[src/rtl/core/kcto_pkg.sv]
package kcto_pkg;

    // table size
    localparam int TABLE_ENTRIES = 32;
    localparam int CNT_W         = (TABLE_ENTRIES > 1) ? $clog2(TABLE_ENTRIES) : 1;

    // action codes of an input beat
    localparam logic [2:0] ACT_REGISTER     = 3'd0;
    localparam logic [2:0] ACT_QUERY        = 3'd1;
    localparam logic [2:0] ACT_REMOVE_OWNER = 3'd2;
    localparam logic [2:0] ACT_REMOVE_ONE   = 3'd3;
    localparam logic [2:0] ACT_TICK         = 3'd4;

    // kind codes of a result beat
    localparam logic [2:0] KIND_ACK     = 3'd0;
    localparam logic [2:0] KIND_QUERY   = 3'd1;
    localparam logic [2:0] KIND_EXPIRED = 3'd2;
    localparam logic [2:0] KIND_DONE    = 3'd3;
    localparam logic [2:0] KIND_FULL    = 3'd4;

    typedef struct packed {
        logic [2:0]  action;
        logic [31:0] owner_id;
        logic [15:0] timer_id;
        logic [31:0] duration;
        logic        has_handler;
        logic [31:0] now_time;
    } t_in_beat;

    typedef struct packed {
        logic [2:0]  kind;
        logic        ready_res;
        logic [31:0] out_owner;
        logic [15:0] out_timer;
        logic        last;
    } t_out_beat;

    // one table entry held by a cell
    typedef struct packed {
        logic        valid;
        logic [31:0] owner;
        logic [15:0] timer;
        logic [31:0] end_time;
        logic        notify;
    } t_entry;

    typedef enum logic [2:0] {
        CELL_HOLD,
        CELL_LOAD,
        CELL_PREV,
        CELL_NEXT,
        CELL_CLEAR
    } t_cell_op;

    // per-cell match flags
    typedef struct packed {
        logic valid;
        logic key_eq;
        logic owner_eq;
        logic key_gt;
    } t_cell_stat;

    // table summary seen by the sequencer
    typedef struct packed {
        logic        any_key_eq;
        logic        full;
        logic        compact;
        logic        head_report;
        logic [31:0] head_owner;
        logic [15:0] head_timer;
    } t_table_stat;

    // sequencer commands to the cell row
    typedef struct packed {
        logic       exec;
        logic       store;
        logic       rotate;
        logic       compact;
        logic [2:0] action;
    } t_ctrl;

    typedef enum logic [2:0] {
        ST_IDLE,
        ST_EXEC,
        ST_ROTATE,
        ST_DONE,
        ST_COMPACT
    } t_state;

endpackage

[src/rtl/core/kcto_cell.sv]
module kcto_cell (
    input  logic              i_clk,
    input  logic              i_rst_n,
    input  kcto_pkg::t_cell_op i_op,
    input  kcto_pkg::t_entry  i_new,
    input  kcto_pkg::t_entry  i_prev,
    input  kcto_pkg::t_entry  i_next,
    input  logic [31:0]       i_key_owner,
    input  logic [15:0]       i_key_timer,
    output kcto_pkg::t_entry  o_entry,
    output kcto_pkg::t_cell_stat o_stat
);
    import kcto_pkg::*;

    t_entry r_entry;
    t_entry n_entry;

    // pick the next content of this cell
    always_comb begin
        n_entry = r_entry;
        case (i_op)
            CELL_HOLD:  n_entry = r_entry;
            CELL_LOAD:  n_entry = i_new;
            CELL_PREV:  n_entry = i_prev;
            CELL_NEXT:  n_entry = i_next;
            CELL_CLEAR: n_entry.valid = 1'b0;
            default:    n_entry = r_entry;
        endcase
    end

    // hold the entry; reset drops only the valid bit
    always_ff @(posedge i_clk) begin
        if (!i_rst_n) begin
            r_entry.valid <= 1'b0;
        end else begin
            r_entry <= n_entry;
        end
    end

    // compare against the broadcast key
    always_comb begin
        o_stat.valid    = r_entry.valid;
        o_stat.owner_eq = r_entry.valid && (r_entry.owner == i_key_owner);
        o_stat.key_eq   = o_stat.owner_eq && (r_entry.timer == i_key_timer);
        o_stat.key_gt   = {r_entry.owner, r_entry.timer} > {i_key_owner, i_key_timer};
    end

    assign o_entry = r_entry;

endmodule

[config.mk]
export PLATFORM = sky130hd
export DESIGN_NAME = kcto_cell
export DESIGN_NICKNAME = d
export VERILOG_FILES = /design/src/rtl/core/kcto_pkg.sv /design/src/rtl/core/kcto_cell.sv
export SDC_FILE = /design/constraint.sdc
export NUM_CORES = 1
export LEC_CHECK = 0
export ABC_AREA = 1
export BUFFER_PORTS_ARGS = -buffer_cell sky130_fd_sc_hd__buf_2
export CORE_AREA = 2 2 151 153
export DETAILED_ROUTE_END_ITERATION = 10
export DIE_AREA = 0 0 153 155
export HOLD_SLACK_MARGIN = 0.03
export PLACE_DENSITY = 0.57
export SYNTH_ARGS = -nofsm -noshare
export SYNTH_HDL_FRONTEND = slang
export SYNTH_SLANG_ARGS = --single-unit
[constraint.sdc]
create_clock -name i_clk -period 5.85 [get_ports i_clk]
set_clock_uncertainty 0.2 [all_clocks]
set_input_delay 0.8775 -clock i_clk [delete_from_list [all_inputs] [get_ports i_clk]]
set_output_delay 0.8775 -clock i_clk [all_outputs]
set_load 0.1 [all_outputs]
==> results.txt <==
The power per unit of standard cell area is 251 mW/mm^2, and the die extent in x is 153 microns. In this run the worst setup path begins at i_key_owner[7]. 0 antenna diodes ended up in the layout.

The worst max-slew margin expressed relative to the limit came out at 29.7%. For this design, the sink count on the clock tree is 82. First-iteration detailed-routing DRC count: 284. During synthesis, Yosys emitted a total of 0 warnings.

At the pin with the least slew margin, the transition time is 1.05 ns. Capturing instance or port of the critical path: o_stat[2]. Global routing finished with a remaining overflow of 0.

For flop-to-flop paths, the worst setup slack is 4.88 ns. The tool flagged a number of max-cap violations equal to 0. Setup violations remaining at the end of the flow were counted as 0.

After detailed routing, the total wire length is 18400 microns. The run gives 0.0237 sq mm as the total die area. The logs give 0.00537 sq mm for the post-synth design cell area and 0 for the number of hold-slack violations in the final timing report.

The area of the core region was 0.0222 sq mm. After clock tree synthesis, the clock-pin slew on the worst setup and hold paths is 0.07 ns. After routing, the total negative slack on setup checks comes to 0 ns. In this run the deepest clock path goes through 2 buffers. The number of global-route vias before repair was 5473. Counting every instance in the synthesized netlist gives 671. The worst setup path is launched from an input pin.

Of all nets on the critical path, the largest fanout is 3. For the final core utilization, the log shows 35.5%. The post-layout minimum cycle time was 3.80 ns.

Maximum operating frequency: 263 MHz. The fraction of the cycle the final worst path needs is 65.0%. The floorplan die height is 155 microns. Routability-driven placement finished with a final weighted congestion of 0.782. The number of placed I/O pins is 385, and the detailed-router iteration count before antenna repair is 5.

For the post-placement cell area, the log shows 0.00756 sq mm. After routing the design area is 0.00788 sq mm. After clock tree synthesis, the flow added hold-fix buffers numbering 0.

The flip-flop count of the largest register after layout was 82. For the worst setup path, the data required time is 4.77 ns. The number of max-slew violations in the final report is 0, and the later-pin clock latency in the skew report is 0.34 ns. The arrival time reported for the critical path endpoint is 2.72 ns, and the placed instance count is 1320. The number of setup buffers added after CTS is 0. The initial antenna violation count was 0; the starting utilization of the core area was 24.2%. The final-layout worst hold slack came out at 0.437 ns.

Of the synthesized area, sequential elements account for 45.7%. The pin count of the biggest net entering global routing came out at 46. The logs give 0.00418 uW for the static leakage and 1336 for the final instance count without filler cells.

The biggest area contributor in the post-synthesis netlist is sky130_fd_sc_hd__edfxtp_1. In this run the number of H-tree levels came out at 3. Compared with the post-synthesis result, the final layout area differs by 46.8%. In the synthesized netlist, the cells that appear most often are sky130_fd_sc_hd__nand2_1, sky130_fd_sc_hd__edfxtp_1, sky130_fd_sc_hd__inv_1. The worst setup path is captured at an output pin. In this run the biggest area consumer among cell types represents 45.3% of the synthesized area. The number of enable flip-flop cells after synthesis works out to 81. The terminus of the critical flop-to-flop path is o_entry[81].

The run gives 24 as the count of cell types in the netlist. By startpoint and endpoint, the worst setup path is classified as input pin to output pin. The primary flip-flop cell chosen by synthesis mapping was sky130_fd_sc_hd__edfxtp_1.

Setup repair after global routing left no endpoint under its margin. The most common cell in the synthesized netlist is sky130_fd_sc_hd__nand2_1. For the count of nets left with antenna violations after detail routing, the log shows 0. Sorting the synthesized cells by area gives the leading types as sky130_fd_sc_hd__edfxtp_1, sky130_fd_sc_hd__nand2_1, sky130_fd_sc_hd__ha_1. The floorplan has 55 rows.

Ratio of cells with drive above 1 in the final layout: 40.1%. For this block, the via count after detailed routing is 5692. After detailed routing, the number of vias per cell comes to 4.26. Port buffering added 384 buffers. Global routing used 15.0% of the available tracks across all layers.

TritonCTS built the clock tree. The number of clock buffers added by TritonCTS is 9. The worst-case reg-to-reg path depth works out to 2. Averaged over all synthesized cells, the footprint is 8.00 sq um. The flow ran to the end, and the final reports show no timing, DRC or antenna violations.

The wire length per cell after detailed routing was 13.8 microns. The run gives 15200 microns as the post-detailed-placement half-perimeter wirelength. The worst-case IR drop observed on VDD is 0.166 mV. The synthesized netlist net count was 1018; the quantity of gates resized following cts was 0. The cell sitting at the root of the clock tree is a sky130_fd_sc_hd__clkbuf_16. Proportion of register bits with asynchronous set or reset after synthesis: 0%. For the DRC violations left, the log shows 0. The worst hold path begins at o_entry[81]. The first global-routing pass estimated 27800 microns of wire. The synthesized design contains 82 register bits. The source of the worst register-to-register timing path is o_entry[81].

The tools report the final layout net count as 1393. Class of the worst hold path: register to register.
## cells in the final DEF (no fill, tap or decap), drive strengths merged
master | netlist | final
nor2 | 20 | 20
nand4 | 5 | 5
a21oi | 20 | 20
edfxtp | 81 | 81
ha | 48 | 48
a22oi | 12 | 12
nand2 | 296 | 296
clkbuf | 1 | 9
a21boi | 1 | 1
inv | 80 | 86
bufinv | 0 | 1
nand3 | 71 | 71
nor3 | 3 | 3
dfxtp | 1 | 1
o21ai | 4 | 4
a211oi | 1 | 1
buf | 24 | 389
a21o | 3 | 3
## power breakdown
| group | leakage [uW] | switching [uW] | internal (uW) | total (uW) |
|---|---|---|---|---|
| registers | 0.000747 | 19.9 | 699 | 719 |
| clock network | 0.000158 | 267 | 346 | 614 |
| logic | 0.00327 | 475 | 167 | 642 |
## layer usage
metal | GRT usage (%) | up-vias | part of all wire [%] | wire length, microns
met2 | 26.6 | 233 | 50 | 9220
li1 | - | 2936 | - | -
met3 | 3.34 | 26 | 6.5 | 1200
met5 | 0 | - | 0 | 0
met4 | 5.56 | 0 | 2.2 | 408
met1 | 17.9 | 2497 | 41 | 7550
## worst min-delay path by stage
stage                             end  slack [ns]  cells after the start
after detailed placement  o_entry[81]        0.43                      2
final                     o_entry[81]        0.44                      2
after global placement    o_entry[81]        0.43                      2
after floorplan           o_entry[81]        0.83                      2
after global routing      o_entry[81]        0.52                      2
after CTS                 o_entry[81]        0.44                      2
## critical path: stages
cell,delay [ns]
sky130_fd_sc_hd__buf_2,0.08
sky130_fd_sc_hd__inv_1,0.03
sky130_fd_sc_hd__ha_1,0.28
sky130_fd_sc_hd__nand2_1,0.07
sky130_fd_sc_hd__nor2_1,0.20
sky130_fd_sc_hd__nand4_1,0.16
sky130_fd_sc_hd__nor3_2,0.32
sky130_fd_sc_hd__inv_1,0.14
sky130_fd_sc_hd__nor3_2,0.11
sky130_fd_sc_hd__buf_2,0.44
## area by class of cell
class                   instances  area (sq um)
clock buffers                   9           225
inverters                      80           300
clock inverters                 7          92.6
multi-input cells             484          2490
flip-flops and latches         82          2450
repair buffers                389          1960
fillers                      2391         14300
well taps                     285           357
## kinds of logic (layout without fill, tap and decap cells)
kind of cell | after synthesis | in the layout | share of synthesized area (%)
adder cells (fa/ha/maj) | 48 | 48 | 11.2
flip-flops | 82 | 82 | 45.7
AND/OR/NAND/NOR | 395 | 395 | 30.4
AO/OA/AOI/OAI | 41 | 41 | 4.71
buffers and inverters | 105 | 485 | 7.99
## per-stage QoR
step / total power, uW / setup WS [ns]
floorplan: 1190 / 0.739
global route: 2080 / 1.74
finish: 1970 / 2.05
CTS: 2010 / 1.95
detailed placement: 1380 / 1.95
global placement: 1380 / 1.99
No activity file was read; power rests on OpenSTA's default activity.
