===== src/rtl/core/kcto_pkg.sv =====
package kcto_pkg;

    // table size
    localparam int TABLE_ENTRIES = 32;
    localparam int CNT_W         = (TABLE_ENTRIES > 1) ? $clog2(TABLE_ENTRIES) : 1;

    // action codes of an input beat
    localparam logic [2:0] ACT_REGISTER     = 3'd0;
    localparam logic [2:0] ACT_QUERY        = 3'd1;
    localparam logic [2:0] ACT_REMOVE_OWNER = 3'd2;
    localparam logic [2:0] ACT_REMOVE_ONE   = 3'd3;
    localparam logic [2:0] ACT_TICK         = 3'd4;

    // kind codes of a result beat
    localparam logic [2:0] KIND_ACK     = 3'd0;
    localparam logic [2:0] KIND_QUERY   = 3'd1;
    localparam logic [2:0] KIND_EXPIRED = 3'd2;
    localparam logic [2:0] KIND_DONE    = 3'd3;
    localparam logic [2:0] KIND_FULL    = 3'd4;

    typedef struct packed {
        logic [2:0]  action;
        logic [31:0] owner_id;
        logic [15:0] timer_id;
        logic [31:0] duration;
        logic        has_handler;
        logic [31:0] now_time;
    } t_in_beat;

    typedef struct packed {
        logic [2:0]  kind;
        logic        ready_res;
        logic [31:0] out_owner;
        logic [15:0] out_timer;
        logic        last;
    } t_out_beat;

    // one table entry held by a cell
    typedef struct packed {
        logic        valid;
        logic [31:0] owner;
        logic [15:0] timer;
        logic [31:0] end_time;
        logic        notify;
    } t_entry;

    typedef enum logic [2:0] {
        CELL_HOLD,
        CELL_LOAD,
        CELL_PREV,
        CELL_NEXT,
        CELL_CLEAR
    } t_cell_op;

    // per-cell match flags
    typedef struct packed {
        logic valid;
        logic key_eq;
        logic owner_eq;
        logic key_gt;
    } t_cell_stat;

    // table summary seen by the sequencer
    typedef struct packed {
        logic        any_key_eq;
        logic        full;
        logic        compact;
        logic        head_report;
        logic [31:0] head_owner;
        logic [15:0] head_timer;
    } t_table_stat;

    // sequencer commands to the cell row
    typedef struct packed {
        logic       exec;
        logic       store;
        logic       rotate;
        logic       compact;
        logic [2:0] action;
    } t_ctrl;

    typedef enum logic [2:0] {
        ST_IDLE,
        ST_EXEC,
        ST_ROTATE,
        ST_DONE,
        ST_COMPACT
    } t_state;

endpackage


===== src/rtl/core/kcto_seq.sv =====
module kcto_seq (
    input  logic                  i_clk,
    input  logic                  i_rst_n,
    input  logic                  i_in_valid,
    output logic                  o_in_ready,
    input  kcto_pkg::t_in_beat    i_in_beat,
    output logic                  o_out_valid,
    input  logic                  i_out_ready,
    output kcto_pkg::t_out_beat   o_out_beat,
    input  kcto_pkg::t_table_stat i_stat,
    output kcto_pkg::t_in_beat    o_cmd,
    output kcto_pkg::t_ctrl       o_ctrl
);
    import kcto_pkg::*;

    t_state     r_state;
    t_state     n_state;
    t_in_beat   r_cmd;
    logic [CNT_W-1:0] r_cnt;
    logic       r_out_valid;
    t_out_beat  r_out;

    logic       w_out_free;
    logic       w_accept;
    logic       w_step;
    logic       w_emit;
    logic       w_last_step;
    t_out_beat  w_beat;

    assign w_out_free  = !r_out_valid || i_out_ready;
    assign w_accept    = i_in_valid && o_in_ready;
    assign w_step      = w_out_free || !i_stat.head_report;
    assign w_last_step = (r_cnt == CNT_W'(TABLE_ENTRIES - 1));

    // next state
    always_comb begin
        n_state = r_state;
        unique case (r_state)
            ST_IDLE: begin
                if (w_accept) begin
                    n_state = (i_in_beat.action == ACT_TICK) ? ST_ROTATE : ST_EXEC;
                end
            end
            ST_EXEC: begin
                if (w_out_free) begin
                    if (r_cmd.action == ACT_REMOVE_OWNER || r_cmd.action == ACT_REMOVE_ONE) begin
                        n_state = ST_COMPACT;
                    end else begin
                        n_state = ST_IDLE;
                    end
                end
            end
            ST_ROTATE: begin
                if (w_step && w_last_step) begin
                    n_state = ST_DONE;
                end
            end
            ST_DONE: begin
                if (w_out_free) begin
                    n_state = ST_COMPACT;
                end
            end
            ST_COMPACT: begin
                if (i_stat.compact) begin
                    n_state = ST_IDLE;
                end
            end
            default: n_state = ST_IDLE;
        endcase
    end

    // outputs per state
    always_comb begin
        o_in_ready     = 1'b0;
        o_ctrl.exec    = 1'b0;
        o_ctrl.rotate  = 1'b0;
        o_ctrl.compact = 1'b0;
        o_ctrl.action  = r_cmd.action;
        o_ctrl.store   = (r_cmd.duration != 32'd0) && (i_stat.any_key_eq || !i_stat.full);
        w_emit         = 1'b0;
        w_beat         = '0;
        w_beat.kind    = KIND_ACK;
        w_beat.last    = 1'b1;
        unique case (r_state)
            ST_IDLE: begin
                o_in_ready = 1'b1;
            end
            ST_EXEC: begin
                o_ctrl.exec = w_out_free;
                w_emit      = w_out_free;
                if (r_cmd.action == ACT_QUERY) begin
                    w_beat.kind      = KIND_QUERY;
                    w_beat.ready_res = !i_stat.any_key_eq;
                end else if (r_cmd.action == ACT_REGISTER && r_cmd.duration != 32'd0
                             && !o_ctrl.store) begin
                    w_beat.kind = KIND_FULL;
                end
            end
            ST_ROTATE: begin
                o_ctrl.rotate    = w_step;
                w_emit           = w_step && i_stat.head_report;
                w_beat.kind      = KIND_EXPIRED;
                w_beat.out_owner = i_stat.head_owner;
                w_beat.out_timer = i_stat.head_timer;
                w_beat.last      = 1'b0;
            end
            ST_DONE: begin
                w_emit      = w_out_free;
                w_beat.kind = KIND_DONE;
            end
            ST_COMPACT: begin
                o_ctrl.compact = !i_stat.compact;
            end
            default: o_in_ready = 1'b0;
        endcase
    end

    // state and output valid
    always_ff @(posedge i_clk) begin
        if (!i_rst_n) begin
            r_state     <= ST_IDLE;
            r_out_valid <= 1'b0;
        end else begin
            r_state <= n_state;
            if (w_emit) begin
                r_out_valid <= 1'b1;
            end else if (i_out_ready) begin
                r_out_valid <= 1'b0;
            end
        end
    end

    // latch the command, advance the scan count, hold the result beat
    always_ff @(posedge i_clk) begin
        if (w_accept) begin
            r_cmd <= i_in_beat;
            r_cnt <= '0;
        end else if (o_ctrl.rotate) begin
            r_cnt <= r_cnt + CNT_W'(1);
        end
        if (w_emit) begin
            r_out <= w_beat;
        end
    end

    assign o_out_valid = r_out_valid;
    assign o_out_beat  = r_out;
    assign o_cmd       = r_cmd;

endmodule


===== config.mk =====
export PLATFORM = sky130hd
export DESIGN_NAME = kcto_seq
export DESIGN_NICKNAME = d
export VERILOG_FILES = /design/src/rtl/core/kcto_pkg.sv /design/src/rtl/core/kcto_seq.sv
export SDC_FILE = /design/constraint.sdc
export NUM_CORES = 1
export LEC_CHECK = 0
export BUFFER_PORTS_ARGS = -buffer_cell sky130_fd_sc_hd__buf_2
export CORE_AREA = 3 3 134 136
export CTS_BUF_LIST = sky130_fd_sc_hd__clkbuf_2
export CTS_CLUSTER_DIAMETER = 40
export DETAILED_ROUTE_END_ITERATION = 10
export DIE_AREA = 0 0 137 139
export HOLD_SLACK_MARGIN = 0.03
export PLACE_DENSITY = 0.81
export SYNTH_ARGS = -nofsm -noshare
export SYNTH_HDL_FRONTEND = slang
export SYNTH_SLANG_ARGS = --single-unit

===== constraint.sdc =====
create_clock -name i_clk -period 4.91 [get_ports i_clk]
set_input_delay 0.982 -clock i_clk [delete_from_list [all_inputs] [get_ports i_clk]]
set_output_delay 0.982 -clock i_clk [all_outputs]
set_load 0.005 [all_outputs]

==> results.yml, run 1 <==
layout:
  drive_gt1_frac: 0.5731
  area_growth_pct: 37.21
  nets: 846
  fin_cells: 911
  register_area_sq_um: 5255
  multi_input_area_sq_um: 784.5
  num-fill-cells: 1488
clocking:
  cts_num_sinks: 178
  cts_hold_buf: 0
  cts_setup_buffers: 0
  cts-root-buf: "clkbuf_2"
  tritoncts: "done"
  clkTransAtPathRegs_ns: 0.26
  cts_buffers: 17
  insertion_delay_ns: 0.73
  htreeDepth: 4
  postCtsResizedCells: 0
  clockBufferDepth: 2
setup_path:
  required_ns: 3.93
  crit_type: "register to output pin"
  path_max_fanout: 12
  worstPathArrival_ns: 2.22
  endpoint_kind: "output pin"
  startpoint_type: "register"
placed_design:
  gp_congestion: 0.7894
  dp.cells: 878
  port_buffers: 349
  hpwl_mm: 12.02
floorplanning:
  std_cell_rows: 48
  die_w_microns: 137
  fp.coreArea_sq_um: 17060
  die_h_microns: 139
  ioPinCount: 350
  die-area_sq_um: 19040
  start_util: 0.3582
detailed_routing:
  num_vias: 4057
  route.detailed.drc: 0
  drt.antenna.violating_nets: 0
  viasPerCell: 4.453
  drt-total-wl_mm: 15.57
  first_pass_iters: 4
  dr.first_iter.drc_count: 268
  wire_per_inst_microns: 17.09
global_routing:
  grtUsageMet3: 0.08091
  grt_util_all_layers: 0.1605
  grt_first_pass_wirelength_mm: 22.57
  antenna_found_initial: 4
  gr-max-usage-layer: "met2"
  grt_max_degree: 63
  met2_usage: 0.2714
  overflow: 0
  gr-usage-met1: 0.1663
  grt_pass1_vias: 4174
sta:
  rsz0062_at_grt: "no"
  finalCritPeriodShare: 0.6528
  fmax_mhz: 312.0
  finalHoldViolCount: 0
  period_minus_slack_ns: 3.205
  drv_slew: 0
  setup_viol: 0
  tightest_slew_ns: 0.7349
  max_slew_margin: 0.5100
  finClkSkew_ns: 0.02739
  finalSetupTns_ns: 0
logic_synthesis:
  synth.avg_cell_area_sq_um: 19.52
  yosys_warnings: 0
  synthArstFlopShare: 0
  synth_cells: 313
  syn_nets: 487
  synthFlopType: "edfxtp_1"
  synth_cell_types: 42
  ys_ff_latch: 178
  synth_edf_count: 169
  synth_area_sq_um: 6110
  yosysSeqAreaShare: 0.8601
pwr:
  p_leak_uw: 0.003574
  powerDensity_nw_per_um2: 438.2
  ir_drop_mv: 0.3342
hold_path:
  hold_class: "primary input to register"
status:
  outcome: "completed"
flow_run:
  cap_viol_max_count: 0
[power breakdown]
| part | internal, uW | switching [uW] |
|---|---|---|
| clock network | 289 | 513 |
| registers | 2050 | 104 |
| logic | 300 | 416 |
| total | 2640 | 1030 |
[cell families (layout without fill, tap and decap cells)]
kind of cell             after synthesis  in the layout  share of synthesized area
flip-flops                           178            178                     0.8601
buffers and inverters                 16            387                    0.01331
other                                  0              2                          0
adder cells (fa/ha/maj)                2              2                   0.004095
AND/OR/NAND/NOR                       98             98                     0.1004
AO/OA/AOI/OAI                         17             17                    0.01884
multiplexers                           2              2                   0.003277
[flip-flops by register name (all words and copies together), names as in the netlist]
| signal | flops |
|---|---|
| o_out_valid | 1 |
| o_cmd | 116 |
| r_state | 3 |
| o_out_beat | 53 |
| r_cnt | 5 |
[layout by cell type (no fill, tap or decap), types with 2 or more instances in the layout]
cell type / n
clkinv_2: 2
o21ai_0: 3
and4_1: 2
a21oi_1: 6
nand2_1: 6
nand3_1: 5
dfxtp_1: 9
clkbuf_2: 17
bufinv_16: 3
nor2b_1: 3
nor3_1: 2
nor4_1: 9
mux2i_1: 2
nand4_1: 2
edfxtp_1: 169
buf_4: 2
buf_2: 349
nor2_1: 7
ha_1: 2
inv_2: 2
and2_1: 48
inv_6: 6
diode_2: 2
[worst paths after layout]
path / slack (ns) / depth (start not counted) / startpoint / to
max reg2reg: 2.44 / 3 / r_state[2] / o_cmd[44]
min reg2reg: 0.50 / 1 / r_cnt[3] / r_cnt[3]
max: 1.70 / 4 / r_state[2] / o_ctrl[3]
min: 0.39 / 1 / i_in_beat[25] / o_cmd[25]
[through the flow]
stage,worst slack (ns),area (sq um),power [uW],hold WS [ns],utilization
5_1_grt,1.476,8383,3876,0.2613,0.4915
6_report,1.705,8383,3673,0.3923,0.4915
3_3_place_gp,1.975,8120,2899,0.4439,0.4761
4_1_cts,1.609,8378,3728,0.2931,0.4912
3_5_place_dp,1.931,8120,2929,0.4620,0.4761
2_1_floorplan,0.6813,6115,2496,0.4287,-
[critical path, cell delays in order (launching register included)]
cell	delay, ns
dfxtp_1	0.69
inv_2	0.07
or4_4	0.56
inv_1	0.07
buf_2	0.12
[cell usage after synthesis (2+ instances only)]
cell type    n  share of area
ha_1         2         0.0041
and2_1      48          0.049
buf_2        2         0.0016
nand3_1      5         0.0041
a21oi_1      6         0.0049
nor4_1       9         0.0092
edfxtp_1   169           0.83
mux2i_1      2         0.0033
nand2_1      6         0.0037
dfxtp_1      9          0.029
buf_4        3         0.0037
o21ai_0      3         0.0025
nor3_1       3         0.0025
nor2b_1      3         0.0031
nand4_1      2         0.0020
clkbuf_1     6         0.0037
inv_1        2         0.0012
nor2_1       7         0.0043
and4_1       2         0.0029
inv_2        2         0.0012
[final cells by class]
cell class	instances	area share
timing repair buffer	352	0.2125
antenna	2	0.0005970
clock buffer	17	0.01015
tap	225	0.03358
multi-input combinational	119	0.09358
inverter	4	0.002090
sequential	178	0.6269
clock inverter	14	0.02060
[per-layer routing]
metal  share of wire  routed length [microns]  vias up
li1                -                        -     1908
met1            0.35                     5387     1863
met2            0.51                     7941      253
met3            0.12                     1799       29
met4           0.027                      414        4
met5          0.0017                       27        -
Note: power is estimated with default switching activity, not from simulation.
==> inputs of run 2 (changes only) <==
--- a/config.mk
+++ b/config.mk
@@ -6,13 +6,13 @@
 export NUM_CORES = 1
 export LEC_CHECK = 0
 export BUFFER_PORTS_ARGS = -buffer_cell sky130_fd_sc_hd__buf_2
-export CORE_AREA = 3 3 134 136
+export CORE_AREA = 3 3 136 138
 export CTS_BUF_LIST = sky130_fd_sc_hd__clkbuf_2
 export CTS_CLUSTER_DIAMETER = 40
 export DETAILED_ROUTE_END_ITERATION = 10
-export DIE_AREA = 0 0 137 139
+export DIE_AREA = 0 0 139 141
 export HOLD_SLACK_MARGIN = 0.03
-export PLACE_DENSITY = 0.81
+export PLACE_DENSITY = 0.77
 export SYNTH_ARGS = -nofsm -noshare
 export SYNTH_HDL_FRONTEND = slang
 export SYNTH_SLANG_ARGS = --single-unit
==> constraint.sdc (replaced) <==
create_clock -name i_clk -period 3.2 [get_ports i_clk]
set_input_delay 0.64 -clock i_clk [delete_from_list [all_inputs] [get_ports i_clk]]
set_output_delay 0.64 -clock i_clk [all_outputs]
set_load 0.005 [all_outputs]
==> run 2 against run 1 <==
Compared with the run above: flip-flop and latch count is the same; total power grew 57%; first-iteration DRC count shrank 24%; register-to-register slack lost 1.5 ns.
==> results.yml, run 2 (same netlist as run 1, synthesis figures left out) <==
pwr:
  p_int_uw: 4059
  pwr-share-clk: 0.206
  switching_power_uw: 1723
  sw_frac_of_total: 0.2980
  powerDensity_nw_per_um2: 601.0
  ir_drop_mv: 0.3274
  p_total_uw: 5782
  power_frac_seq: 0.573
  pwr-share-comb: 0.221
  p_leak_uw: 0.004095
placed_design:
  port_buffers: 349
  gp_congestion: 0.8271
  hpwl_mm: 12.94
  dp.cells: 884
  dp_slack_ns: 0.8196
sta:
  drv_slew: 0
  finalHoldViolCount: 0
  finalSetupTns_ns: 0
  fmax_mhz: 356.1
  tightest_slew_ns: 0.6578
  setup_viol: 0
  rsz0062_at_grt: "no"
  period_minus_slack_ns: 2.808
  max_slew_margin: 0.5615
  finalCritPeriodShare: 0.8776
  fin_ws_ns: 0.3916
  finClkSkew_ns: 0.03758
floorplanning:
  fp.coreArea_sq_um: 17300
  die_h_microns: 141
  die_w_microns: 139
  die-area_sq_um: 19600
  ioPinCount: 350
  std_cell_rows: 48
  start_util: 0.3532
clocking:
  cts_buffers: 17
  insertion_delay_ns: 0.73
  cts_num_sinks: 178
  htreeDepth: 4
  clkTransAtPathRegs_ns: 0.29
  cts-root-buf: "clkbuf_2"
  clockBufferDepth: 2
  tritoncts: "done"
layout:
  drive_gt1_frac: 0.4920
  num-fill-cells: 1349
  layout_commonest_cell: "buf_2"
  area_growth_pct: 57.44
  register_area_sq_um: 5255
  fin_cells: 1036
  multi_input_area_sq_um: 784.5
  largest_register_ffs: 116
  nets: 970
  most-common-layout-cells: "buf_2, edfxtp_1, dlygate4sd3_1, and2_1, clkbuf_2"
setup_path:
  r2r-end: "o_cmd[68]"
  r2r_cells: 3
  required_ns: 2.56
  worstPathArrival_ns: 2.17
  path_max_fanout: 12
  regToRegSetupSlack_ns: 0.97
  timing.rr.start: "r_state[2]"
  startpoint_type: "register"
  crit_type: "register to output pin"
  endpoint_kind: "output pin"
hold_path:
  hp-start: "i_stat[19]"
  whs_path_depth: 2
  worstHoldEndpoint: "o_out_beat[20]"
  hold_class: "primary input to register"
global_routing:
  antenna_found_initial: 1
  grt_util_all_layers: 0.1892
  grt_pass1_vias: 4835
  overflow: 0
  grt_first_pass_wirelength_mm: 27.95
  grt_max_degree: 54
detailed_routing:
  num_vias: 4646
  wire_per_inst_microns: 18.35
  viasPerCell: 4.485
  dr.first_iter.drc_count: 204
  drt.antenna.violating_nets: 0
  drt-total-wl_mm: 19.01
  route.detailed.drc: 0
  first_pass_iters: 4
status:
  outcome: "completed"
flow_run:
  cap_viol_max_count: 0
==> run 2: cell count changes in the layout (fill, tap and decap cells not counted), moves of 2 or more <==
cell / previous run / this run
dlygate4sd3_1: 0 / 118
clkinv_8: 0 / 3
buf_4: 2 / 7
bufinv_16: 3 / 1
inv_8: 0 / 3
==> run 2: metal layers <==
layer | GRT usage | vias up | share of wire
met5 | 0 | - | 0
met4 | 0.06849 | 0 | 0.027
met3 | 0.08005 | 36 | 0.094
met2 | 0.3337 | 262 | 0.51
met1 | 0.2041 | 2188 | 0.37
li1 | - | 2160 | -
==> run 2: worst max-delay path: stages (launching register included) <==
cell     delay (ns)
dfxtp_1        0.67
inv_2          0.07
or4_4          0.56
inv_1          0.07
buf_2          0.10
==> run 2: cell type report <==
type,instances,share of cell area
Multi-Input combinational cell,119,0.08156
Sequential cell,178,0.5463
Clock buffer,17,0.008845
Timing Repair Buffer,476,0.3140
Clock inverter,15,0.01756
Inverter,4,0.001951
Antenna cell,2,0.0005203
Tap cell,225,0.02927
==> run 2: power by group through the flow <==
| stage | logic [uW] | clock network, uW | registers [uW] |
|---|---|---|---|
| 2_1_floorplan | 396 | 0 | 3420 |
| 3_3_place_gp | 1140 | 0 | 3350 |
| 3_5_place_dp | 1160 | 0 | 3360 |
| 4_1_cts | 1270 | 1240 | 3310 |
| 5_1_grt | 1380 | 1320 | 3360 |
| 6_report | 1280 | 1190 | 3310 |
==> run 2: stage by stage <==
stage / instance area [sq um] / hold WS [ns] / utilization
global route: 9619 / 0.04183 / 0.5561
global placement: 8179 / 0.4404 / 0.4729
CTS: 9594 / 0.04066 / 0.5547
floorplan: 6125 / 0.4287 / -
finish: 9619 / 0.1804 / 0.5561
detailed placement: 8179 / 0.4526 / 0.4729
==> run 2: worst max-delay path by stage <==
stage                          start         end  slack, ns  cells past startpoint
after floorplan           i_in_valid    o_cmd[0]       0.20                      2
after global placement    i_in_valid   o_cmd[16]       0.84                      4
after detailed placement  i_in_valid  o_cmd[109]       0.82                      4
after CTS                  o_cmd[52]   o_ctrl[5]       0.27                      4
after global routing      r_state[2]   o_ctrl[3]       0.14                      4
final                     r_state[2]   o_ctrl[3]       0.39                      4
==> run 2: timing repair <==
action                    4_1_cts  5_1_grt
gates resized for setup         0        0
hold endpoints to repair      116        2
setup buffers                   0        0
hold buffers                  116        2
==> inputs of run 3 (changes only) <==
--- a/config.mk
+++ b/config.mk
@@ -12,7 +12,7 @@
 export DETAILED_ROUTE_END_ITERATION = 10
 export DIE_AREA = 0 0 139 141
 export HOLD_SLACK_MARGIN = 0.03
-export PLACE_DENSITY = 0.77
+export PLACE_DENSITY = 0.66
 export SYNTH_ARGS = -nofsm -noshare
 export SYNTH_HDL_FRONTEND = slang
 export SYNTH_SLANG_ARGS = --single-unit
==> run 3 against run 2 <==
Compared with the run above: clock-buffer cell count stayed put; clock skew rose by 0.0012 ns; wire length is 1.1% higher; critical path type unchanged; highest routed layer unchanged.
==> results.yml, run 3 (same netlist as run 1, synthesis figures left out) <==
detailed_routing:
  wire_per_inst_microns: 18.59
  num_vias: 4707
  drt-total-wl_mm: 19.22
  route.detailed.drc: 0
  dr.first_iter.drc_count: 265
  first_pass_iters: 5
  drt.antenna.violating_nets: 0
  viasPerCell: 4.552
layout:
  nets: 967
  fin_util: 0.5563
  drive_gt1_frac: 0.4950
  largest_register_ffs: 116
  fin_cells: 1034
  area_growth_pct: 57.49
  layout_commonest_cell: "buf_2"
  most-common-layout-cells: "buf_2, edfxtp_1, dlygate4sd3_1, and2_1, clkbuf_2"
  num-fill-cells: 1403
setup_path:
  crit_slowest_cell: "dfxtp_1"
  path_delay_family: "flip-flops"
  path_buf_inv: 3
  worstPathArrival_ns: 2.23
  required_ns: 2.56
  path_max_fanout: 12
  crit_type: "register to output pin"
  startpoint_type: "register"
  cpPeakStageDelay_ns: 0.69
  cp_cell_sequence: "inv_2, or4_4, inv_1, buf_2"
  endpoint_kind: "output pin"
global_routing:
  grt_util_all_layers: 0.1952
  antenna_found_initial: 1
  grt_first_pass_wirelength_mm: 29.05
  grt_pass1_vias: 5073
  grt_max_degree: 54
  gr-usage-met1: 0.2089
  met2_usage: 0.3516
  grtUsageMet3: 0.07632
  gr-max-usage-layer: "met2"
  overflow: 0
sta:
  tightest_slew_ns: 0.6520
  period_minus_slack_ns: 2.866
  rsz0062_at_grt: "no"
  fin_ws_ns: 0.3336
  worst_hold_slack_ns: 0.1664
  fmax_mhz: 348.9
  finalCritPeriodShare: 0.8958
  finalSetupTns_ns: 0
  finClkSkew_ns: 0.03875
  drv_slew: 0
  finalHoldViolCount: 0
  max_slew_margin: 0.5653
  setup_viol: 0
floorplanning:
  ioPinCount: 350
  die_w_microns: 139
  die-area_sq_um: 19600
  start_util: 0.3532
  die_h_microns: 141
  std_cell_rows: 48
  fp.coreArea_sq_um: 17300
flow_run:
  cap_viol_max_count: 0
clocking:
  cts_buffers: 17
  cts_hold_buf: 113
  cts_setup_buffers: 0
  clockBufferDepth: 2
  insertion_delay_ns: 0.74
  clkTransAtPathRegs_ns: 0.29
  tritoncts: "done"
  cts-root-buf: "clkbuf_2"
  htreeDepth: 4
  cts_num_sinks: 178
  postCtsResizedCells: 0
placed_design:
  dp.cells: 883
  hpwl_mm: 13.23
  dp_slack_ns: 0.7756
  gp_congestion: 0.8645
  port_buffers: 349
hold_path:
  hold_class: "primary input to register"
pwr:
  p_leak_uw: 0.004087
  ir_drop_mv: 0.4177
  powerDensity_nw_per_um2: 610.4
status:
  outcome: "completed"
==> run 3: layout make-up <==
cell class / instances / area (sq um) / area share
clock buffer: 17 / 85.08 / 0.008843
clock inverter: 15 / 196.4 / 0.02042
sequential: 178 / 5255 / 0.5462
inverter: 4 / 18.77 / 0.001951
timing repair buffer: 473 / 2993 / 0.3111
multi-input combinational: 119 / 784.5 / 0.08153
tap: 225 / 281.5 / 0.02926
antenna: 3 / 7.507 / 0.0007802
==> run 3: final timing paths <==
kind	startpoint	to	slack, ns	depth (start not counted)
min reg2reg	r_cnt[3]	r_cnt[3]	0.50	1
max	r_state[2]	o_ctrl[3]	0.33	4
max reg2reg	r_state[2]	o_cmd[84]	0.91	3
min	i_rst_n	o_out_valid	0.17	2
==> run 3: through the flow <==
step / total power (uW) / cell area (sq um)
final: 5873 / 9622
after global routing: 6193 / 9622
after CTS: 5916 / 9584
after detailed placement: 4546 / 8172
after floorplan: 3818 / 6125
after global placement: 4514 / 8172
==> run 3: per-layer routing <==
layer / vias up / part of all wire
li1: 2153 / -
met1: 2233 / 0.35
met2: 288 / 0.53
met3: 33 / 0.093
met4: 0 / 0.027
met5: - / 0
==> run 3: report_power, final <==
part	total (uW)	internal, uW	switching (uW)
clock network	1270	403	869
logic	1280	583	702
registers	3320	3150	170
total	5870	4130	1740
